===== src/rtl/lrupr_pkg.sv =====
// Package for the LRU page replacement block: widths, defaults and state type.
package lrupr_pkg;

    localparam int MAX_FRAMES_DEF = 8;
    localparam int PAGE_BITS_DEF  = 8;

    localparam int PAGE_IN_W  = 8;
    localparam int PAGE_OUT_W = 8;
    localparam int SLOT_W     = 3;
    localparam int FC_W       = 4;
    localparam int AGE_W      = 8;
    localparam int FAULT_W    = 16;

    localparam logic [FC_W-1:0]    FC_RESET  = FC_W'(4);
    localparam logic [AGE_W-1:0]   AGE_MAX   = '1;
    localparam logic [FAULT_W-1:0] FAULT_MAX = '1;

    typedef enum logic [1:0] {
        S_IDLE,
        S_SCAN,
        S_UPD
    } t_state;

endpackage


===== src/rtl/lrupr_ram.sv =====
// Generic single-write, single-read synchronous RAM with registered read data.
module lrupr_ram #(
    parameter int WIDTH = 8,
    parameter int DEPTH = 8,
    localparam int AW   = (DEPTH > 1) ? $clog2(DEPTH) : 1
) (
    input  logic             i_clk,
    input  logic             i_we,
    input  logic [AW-1:0]    i_waddr,
    input  logic [WIDTH-1:0] i_wdata,
    input  logic             i_re,
    input  logic [AW-1:0]    i_raddr,
    output logic [WIDTH-1:0] o_rdata
);

    logic [WIDTH-1:0] r_mem [DEPTH];
    logic [WIDTH-1:0] r_rdata;

    always_ff @(posedge i_clk) begin
        if (i_we) begin
            r_mem[i_waddr] <= i_wdata;
        end
        if (i_re) begin
            r_rdata <= r_mem[i_raddr];
        end
    end

    assign o_rdata = r_rdata;

endmodule


===== src/rtl/lru_page_replacement.sv =====
// Top level of the LRU page replacement block with age counters held in RAM.
//
// Usage:
//   Command channel: drive i_page_id and raise start; the word is taken at a
//   clock edge where start is high and busy is low. busy stays high until
//   the result has been produced.
//   Result channel: o_done pulses for one cycle with o_hit, o_slot,
//   o_evicted_valid, o_evicted_page and o_fault_total. The receiver cannot
//   stall; fields hold their value until the next result.
//   Config channel: i_cfg_data (frame count) is written when i_cfg_valid and
//   o_cfg_ready are both high; o_cfg_ready is low while busy.
//   Sequencing: the frame RAM's single read port sets the pace over the n
//   active frames (1..MAX_FRAMES): one pass finds hit, empty slot and oldest
//   frame, a second read-modify-writes ages. busy drops together with o_done,
//   so the next word goes in on the edge that ends the result cycle; a word
//   is taken only once the last one is through.
//   Reset: all frames empty, fault total zero, frame count four; ages in RAM are not cleared.
//   No RAM clearing pass is needed, so the block is ready straight away.
module lru_page_replacement #(
    parameter int MAX_FRAMES = lrupr_pkg::MAX_FRAMES_DEF,
    parameter int PAGE_BITS  = lrupr_pkg::PAGE_BITS_DEF
) (
    input  logic                             i_clk,
    input  logic                             i_rst_n,
    input  logic                             i_cfg_valid,
    output logic                             o_cfg_ready,
    input  logic [lrupr_pkg::FC_W-1:0]       i_cfg_data,
    input  logic                             start,
    output logic                             busy,
    input  logic [lrupr_pkg::PAGE_IN_W-1:0]  i_page_id,
    output logic                             o_done,
    output logic                             o_hit,
    output logic [lrupr_pkg::SLOT_W-1:0]     o_slot,
    output logic                             o_evicted_valid,
    output logic [lrupr_pkg::PAGE_OUT_W-1:0] o_evicted_page,
    output logic [lrupr_pkg::FAULT_W-1:0]    o_fault_total
);

    import lrupr_pkg::*;

    localparam int IDX_W  = (MAX_FRAMES > 1) ? $clog2(MAX_FRAMES) : 1;
    localparam int K_W    = IDX_W + 1;
    localparam int WORD_W = AGE_W + PAGE_BITS;

    typedef struct packed {
        logic [AGE_W-1:0]     age;
        logic [PAGE_BITS-1:0] page;
    } t_entry;

    // control
    t_state                  r_state, n_state;
    logic [K_W-1:0]          r_k, n_k;
    logic                    r_pend, n_pend;
    logic [MAX_FRAMES-1:0]   r_valid, n_valid;
    logic [FAULT_W-1:0]      r_fault, n_fault;
    logic [FC_W-1:0]         r_frame_count, n_frame_count;
    logic                    r_done, n_done;
    logic                    r_o_hit, n_o_hit;
    logic [SLOT_W-1:0]       r_o_slot, n_o_slot;
    logic                    r_o_evv, n_o_evv;
    logic [PAGE_OUT_W-1:0]   r_o_evp, n_o_evp;
    logic [FAULT_W-1:0]      r_o_fault, n_o_fault;

    // per-item working registers
    logic [IDX_W-1:0]        r_pidx, n_pidx;
    logic [K_W-1:0]          r_n, n_n;
    logic [PAGE_BITS-1:0]    r_page, n_page;
    logic                    r_hit_found, n_hit_found;
    logic [IDX_W-1:0]        r_hit_idx, n_hit_idx;
    logic                    r_empty_found, n_empty_found;
    logic [IDX_W-1:0]        r_empty_idx, n_empty_idx;
    logic [AGE_W-1:0]        r_best_age, n_best_age;
    logic [IDX_W-1:0]        r_best_idx, n_best_idx;
    logic [PAGE_BITS-1:0]    r_best_page, n_best_page;
    logic [IDX_W-1:0]        r_slot, n_slot;
    logic                    r_miss, n_miss;
    logic                    r_evict, n_evict;

    logic [K_W-1:0]          act_n;
    logic                    issue;
    logic                    ram_we;
    t_entry                  ram_wdata;
    logic [WORD_W-1:0]       ram_rdata;
    t_entry                  q;
    logic                    v_q;
    logic [31:0]             slot_ext;
    logic [31:0]             page_ext;

    // clamp the frame count into 1..MAX_FRAMES
    always_comb begin
        if (r_frame_count == '0) begin
            act_n = K_W'(1);
        end else if (32'(r_frame_count) > 32'(MAX_FRAMES)) begin
            act_n = K_W'(MAX_FRAMES);
        end else begin
            act_n = K_W'(r_frame_count);
        end
    end

    assign q        = t_entry'(ram_rdata);
    assign v_q      = r_valid[r_pidx];
    assign issue    = ((r_state == S_SCAN) || (r_state == S_UPD)) && (r_k < r_n);
    assign slot_ext = 32'(r_slot);
    assign page_ext = 32'(r_best_page);

    lrupr_ram #(
        .WIDTH (WORD_W),
        .DEPTH (MAX_FRAMES)
    ) u_frames (
        .i_clk   (i_clk),
        .i_we    (ram_we),
        .i_waddr (r_pidx),
        .i_wdata (ram_wdata),
        .i_re    (issue),
        .i_raddr (r_k[IDX_W-1:0]),
        .o_rdata (ram_rdata)
    );

    always_comb begin
        n_state       = r_state;
        n_k           = issue ? (r_k + K_W'(1)) : r_k;
        n_pend        = issue;
        n_pidx        = r_k[IDX_W-1:0];
        n_valid       = r_valid;
        n_fault       = r_fault;
        n_frame_count = r_frame_count;
        n_done        = 1'b0;
        n_o_hit       = r_o_hit;
        n_o_slot      = r_o_slot;
        n_o_evv       = r_o_evv;
        n_o_evp       = r_o_evp;
        n_o_fault     = r_o_fault;
        n_n           = r_n;
        n_page        = r_page;
        n_hit_found   = r_hit_found;
        n_hit_idx     = r_hit_idx;
        n_empty_found = r_empty_found;
        n_empty_idx   = r_empty_idx;
        n_best_age    = r_best_age;
        n_best_idx    = r_best_idx;
        n_best_page   = r_best_page;
        n_slot        = r_slot;
        n_miss        = r_miss;
        n_evict       = r_evict;
        ram_we        = 1'b0;
        ram_wdata     = q;

        if (i_cfg_valid && o_cfg_ready) begin
            n_frame_count = i_cfg_data;
        end

        case (r_state)
            S_IDLE: begin
                if (start) begin
                    n_state       = S_SCAN;
                    n_k           = '0;
                    n_n           = act_n;
                    n_page        = PAGE_BITS'(i_page_id);
                    n_hit_found   = 1'b0;
                    n_empty_found = 1'b0;
                end
            end
            S_SCAN: begin
                if (r_pend) begin
                    if (!r_hit_found && v_q && (q.page == r_page)) begin
                        n_hit_found = 1'b1;
                        n_hit_idx   = r_pidx;
                    end
                    if (!r_empty_found && !v_q) begin
                        n_empty_found = 1'b1;
                        n_empty_idx   = r_pidx;
                    end
                    // strictly greater keeps the lowest index on a tie
                    if ((r_pidx == '0) || (q.age > r_best_age)) begin
                        n_best_age  = q.age;
                        n_best_idx  = r_pidx;
                        n_best_page = q.page;
                    end
                end
                if (!issue && !r_pend) begin
                    n_state = S_UPD;
                    n_k     = '0;
                    if (r_hit_found) begin
                        n_slot  = r_hit_idx;
                        n_miss  = 1'b0;
                        n_evict = 1'b0;
                    end else begin
                        n_slot  = r_empty_found ? r_empty_idx : r_best_idx;
                        n_miss  = 1'b1;
                        n_evict = !r_empty_found;
                        n_valid[n_slot] = 1'b1;
                        if (r_fault != FAULT_MAX) begin
                            n_fault = r_fault + FAULT_W'(1);
                        end
                    end
                end
            end
            S_UPD: begin
                // write back the word read last cycle; addresses never collide
                if (r_pend) begin
                    if (r_pidx == r_slot) begin
                        ram_we         = 1'b1;
                        ram_wdata.age  = '0;
                        ram_wdata.page = r_page;
                    end else if (v_q) begin
                        ram_we = 1'b1;
                        if (q.age != AGE_MAX) begin
                            ram_wdata.age = q.age + AGE_W'(1);
                        end
                    end
                end
                if (!issue && !r_pend) begin
                    n_state   = S_IDLE;
                    n_done    = 1'b1;
                    n_o_hit   = !r_miss;
                    n_o_slot  = slot_ext[SLOT_W-1:0];
                    n_o_evv   = r_evict;
                    n_o_evp   = r_evict ? page_ext[PAGE_OUT_W-1:0] : '0;
                    n_o_fault = r_fault;
                end
            end
            default: begin
                n_state = S_IDLE;
            end
        endcase
    end

    always_ff @(posedge i_clk) begin
        if (!i_rst_n) begin
            r_state       <= S_IDLE;
            r_k           <= '0;
            r_pend        <= 1'b0;
            r_valid       <= '0;
            r_fault       <= '0;
            r_frame_count <= FC_RESET;
            r_done        <= 1'b0;
            r_o_hit       <= 1'b0;
            r_o_slot      <= '0;
            r_o_evv       <= 1'b0;
            r_o_evp       <= '0;
            r_o_fault     <= '0;
        end else begin
            r_state       <= n_state;
            r_k           <= n_k;
            r_pend        <= n_pend;
            r_valid       <= n_valid;
            r_fault       <= n_fault;
            r_frame_count <= n_frame_count;
            r_done        <= n_done;
            r_o_hit       <= n_o_hit;
            r_o_slot      <= n_o_slot;
            r_o_evv       <= n_o_evv;
            r_o_evp       <= n_o_evp;
            r_o_fault     <= n_o_fault;
        end
    end

    always_ff @(posedge i_clk) begin
        r_pidx        <= n_pidx;
        r_n           <= n_n;
        r_page        <= n_page;
        r_hit_found   <= n_hit_found;
        r_hit_idx     <= n_hit_idx;
        r_empty_found <= n_empty_found;
        r_empty_idx   <= n_empty_idx;
        r_best_age    <= n_best_age;
        r_best_idx    <= n_best_idx;
        r_best_page   <= n_best_page;
        r_slot        <= n_slot;
        r_miss        <= n_miss;
        r_evict       <= n_evict;
    end

    assign busy            = (r_state != S_IDLE);
    assign o_cfg_ready     = (r_state == S_IDLE);
    assign o_done          = r_done;
    assign o_hit           = r_o_hit;
    assign o_slot          = r_o_slot;
    assign o_evicted_valid = r_o_evv;
    assign o_evicted_page  = r_o_evp;
    assign o_fault_total   = r_o_fault;

endmodule


===== config.mk =====
export PLATFORM = sky130hd
export DESIGN_NAME = lru_page_replacement
export DESIGN_NICKNAME = d
export VERILOG_FILES = /design/src/rtl/lrupr_pkg.sv /design/src/rtl/lrupr_ram.sv /design/src/rtl/lru_page_replacement.sv
export SDC_FILE = /design/constraint.sdc
export NUM_CORES = 1
export LEC_CHECK = 0
export ABC_AREA = 0
export BUFFER_PORTS_ARGS = -buffer_cell sky130_fd_sc_hd__buf_4
export CAP_MARGIN = 0
export CORE_AREA = 2 2 178 180
export DETAILED_ROUTE_END_ITERATION = 8
export DIE_AREA = 0 0 180 182
export GPL_TIMING_DRIVEN = 0
export PLACE_DENSITY = 0.64
export SYNTH_ARGS = -nofsm -noshare
export SYNTH_HDL_FRONTEND = slang
export SYNTH_HIERARCHICAL = 1
export SYNTH_SLANG_ARGS = --single-unit

===== constraint.sdc =====
create_clock -name i_clk -period 2.7 [get_ports i_clk]
set_input_delay 0.27 -clock i_clk [delete_from_list [all_inputs] [get_ports i_clk]]
set_output_delay 0.27 -clock i_clk [all_outputs]
set_load 0.02 [all_outputs]

==> impl_metrics.json <==
{
  "initial_core_util_pct": 34.3,
  "worst_pin_slew_ns": 0.804,
  "io_pins": 48,
  "hpwl_um": 15600,
  "status": "finished clean",
  "drc": 0,
  "first_iter_violations": 458,
  "startpoint": "r_pidx[0]",
  "min_period_over_period_pct": 95.9,
  "seqPwrFrac_pct": 47.9,
  "path_cells": "mux4_2 -> o22ai_4 -> nor2_2 -> inv_1 -> a21oi_1 -> nand2_1 -> nor3_2 -> buf_6 -> buf_6",
  "syn_area_per_cell_um2": 14.5,
  "path_class": "reg -> reg",
  "fp.dieArea_mm2": 0.0328,
  "layout-drive-gt1-share_pct": 21.3,
  "p_int_mw": 8.03,
  "power_density_mw_per_mm2": 886,
  "slowest_delay_ns": 0.59,
  "start_kind": "register",
  "vdd_ir_drop_max_v": 0.000529,
  "fin_worst_skew_ns": 0.0178,
  "power_mw": 11.3,
  "layout_min_cycle_time_ns": 2.59,
  "fmax_ghz": 0.386,
  "synth_seq_area_share_pct": 65.9,
  "cts_sinks": 256,
  "ys.flop_type": "edfxtp_1",
  "grt_max_degree": 19,
  "grt_overflow": 0,
  "p_leak_nw": 4.29,
  "hp-start": "i_cfg_valid",
  "place.gp.congestion": 0.807,
  "grt_pass1_wl_um": 35600,
  "clk_pin_slew_ns": 0.06,
  "routed_wl_um": 22800,
  "dp_slack_ns": -0.195,
  "endpoint_kind": "register",
  "nNetsFinal": 861,
  "hold_path.class": "in -> reg",
  "cp_data_arrival_time_ns": 2.89,
  "power.share.clock_pct": 33.2,
  "yosys-top-cells-area": "edfxtp_1 53%, dfxtp_1 13%, mux4_1 6.9%",
  "p_comb_share_pct": 18.9,
  "cpMostUsedCell": "buf_6",
  "grt_util_all_layers_pct": 13.7,
  "synth_enable_flop_cells": 188,
  "grt_pass1_vias": 6207,
  "dr.pass1.iters": 5,
  "clk_root_buffer_cell": "clkbuf_16",
  "area_delta_synth_final_pct": 19.8,
  "dp_cells": 1190,
  "syn_nets": 764,
  "die_y_um": 182,
  "max_slew_margin_pct": 46.4,
  "synthCells": 731,
  "wl_per_cell_um": 18.2,
  "vias": 6406,
  "slew_violations": 0,
  "cts.htree.levels": 1,
  "swShare_pct": 28.9,
  "finalNonFillerCells": 1251,
  "synth_top_cell_by_area": "edfxtp_1",
  "yosysUniqueCellTypes": 61,
  "final_antenna_net_count": 0,
  "layout_setup_ws_ns": 0.110,
  "cts_tree": "built",
  "path_max_fanout": 13,
  "placementRows": 65,
  "core_area_mm2": 0.0310,
  "cp_slowest_cell": "mux4_2",
  "synth_top_area_share_pct": 53.1,
  "die_w_um": 180,
  "switchingPower_mw": 3.26,
  "cts_buffers": 27,
  "yosysWarnings": 6,
  "cp.buffers_inverters": 3,
  "antenna_cells": 0,
  "clk_latency_ns": 0.54,
  "setup_viol": 0,
  "cpLargestDelayFamily": "multiplexers",
  "required_ns": 3.00,
  "viasPerCell": 5.12,
  "port_buffers": 46,
  "syn_area_mm2": 0.0106,
  "cts_buffer_depth": 3,
  "r2r_start": "r_pidx[0]",
  "synth-seq-cells": 256,
  "antenna_found_initial": 0,
  "hold_violations": 0,
  "maxCapViolCount": 0,
  "async_reset_ff_share_pct": 0
}
cell usage after synthesis (2+ instances only):
master / n
mux2_2: 30
inv_1: 25
nor2b_1: 5
buf_6: 5
o41ai_1: 6
buf_1: 7
mux2i_1: 8
nand2b_1: 13
nand4_1: 15
o21ai_0: 36
or3_1: 3
nor2_1: 32
edfxtp_1: 188
a21o_1: 2
nor4_1: 7
xor2_1: 10
a21oi_1: 19
xnor2_1: 5
o311ai_0: 2
nor3_1: 12
ha_1: 17
buf_2: 7
a211oi_1: 4
or2_2: 2
o31ai_1: 10
o21a_1: 7
and2_1: 3
dfxtp_1: 68
mux4_1: 28
nand2_1: 57
nand3_1: 40
or4_1: 8
o211ai_1: 2
mux4_2: 5
clkbuf_1: 16
nor4b_1: 2
what timing repair did:
item                                    4_1_cts  5_1_grt
hold buffers                                 11        0
gates resized for setup                       8        8
endpoints found under the setup margin      120      128
hold endpoints to repair                     11        0
buffers inserted                              0        0
state kept, by name, summed over array words and instances, names as in the netlist, 16 cells and up:
| name | flops |
|---|---|
| r_fault | 16 |
| o_fault_total | 16 |
| u_frames/r_mem | 128 |
| u_frames/o_rdata | 16 |
logic make-up after synthesis:
kind of cell | synth area share [%]
flip-flops | 65.9
AND/OR/NAND/NOR | 10.2
multiplexers | 11.9
XOR/XNOR | 1.24
buffers and inverters | 2.67
AO/OA/AOI/OAI | 6.14
adder cells (fa/ha/maj) | 2.00
placed cells by master, fill, tap and decap left out, types with 13 or more instances in the layout:
cell type | netlist | final
inv_1 | 25 | 25
clkbuf_16 | 0 | 28
nand4_1 | 15 | 15
nand2b_1 | 13 | 13
mux4_1 | 28 | 28
edfxtp_1 | 188 | 188
ha_1 | 17 | 17
mux2_2 | 30 | 30
dfxtp_1 | 68 | 65
o21ai_0 | 36 | 36
nand3_1 | 40 | 40
a21oi_1 | 19 | 19
buf_4 | 1 | 47
nor2_1 | 32 | 24
nand2_1 | 57 | 56
clkbuf_1 | 16 | 21
worst paths after layout:
check                    endpoint  slack (ns)  depth (start not counted)
max          u_frames/r_mem[4][6]        0.11                          9
min reg2reg             r_pidx[1]        0.41                          0
max reg2reg  u_frames/r_mem[4][6]        0.11                          9
min              r_frame_count[2]        0.03                          3
per-layer routing:
layer	GRT usage [%]	part of all wire, %	vias to the layer above	wire length (um)
met2	22.7	47	162	10600
met4	3.32	1.9	0	428
met5	0	0	-	0
li1	-	-	3021	-
met3	2.35	4.8	32	1080
met1	18.9	47	3191	10600
tightest hold or removal path, delay by kind of cell:
family	cells	cell delay [ns]
buffers and inverters	1	0.10
and+or+nand+nor	2	0.15
stage by stage:
step	util [%]	TNS, ns	hold WS (ns)	cell area (um^2)
2_1_floorplan	-	-6.91	0.369	10600
3_3_place_gp	37.1	-130.65	0.413	11500
3_5_place_dp	37.6	-10.72	0.417	11700
4_1_cts	41.0	0	0.00895	12700
5_1_grt	41.1	-0.0632	0.0255	12700
6_report	41.1	0	0.0260	12700
layout make-up:
| class | count | area (um^2) |
|---|---|---|
| plain buffers | 37 | 190 |
| clock buffers | 36 | 743 |
| clock inverters | 14 | 160 |
| fillers | 2804 | 18200 |
| inverters | 25 | 93.8 |
| multi-input cells | 413 | 3440 |
| flip-flops and latches | 256 | 7010 |
| well taps | 402 | 503 |
| repair buffers | 68 | 602 |
power groups by stage:
stage / Combinational (mW) / Clock (mW) / Sequential [mW]
2_1_floorplan: 1.47 / 0 / 5.32
3_3_place_gp: 2.01 / 0 / 5.48
3_5_place_dp: 2.09 / 0 / 5.49
4_1_cts: 2.12 / 3.83 / 5.41
5_1_grt: 2.38 / 4.00 / 5.46
6_report: 2.13 / 3.75 / 5.41
Note: power is estimated with default switching activity, not from simulation.
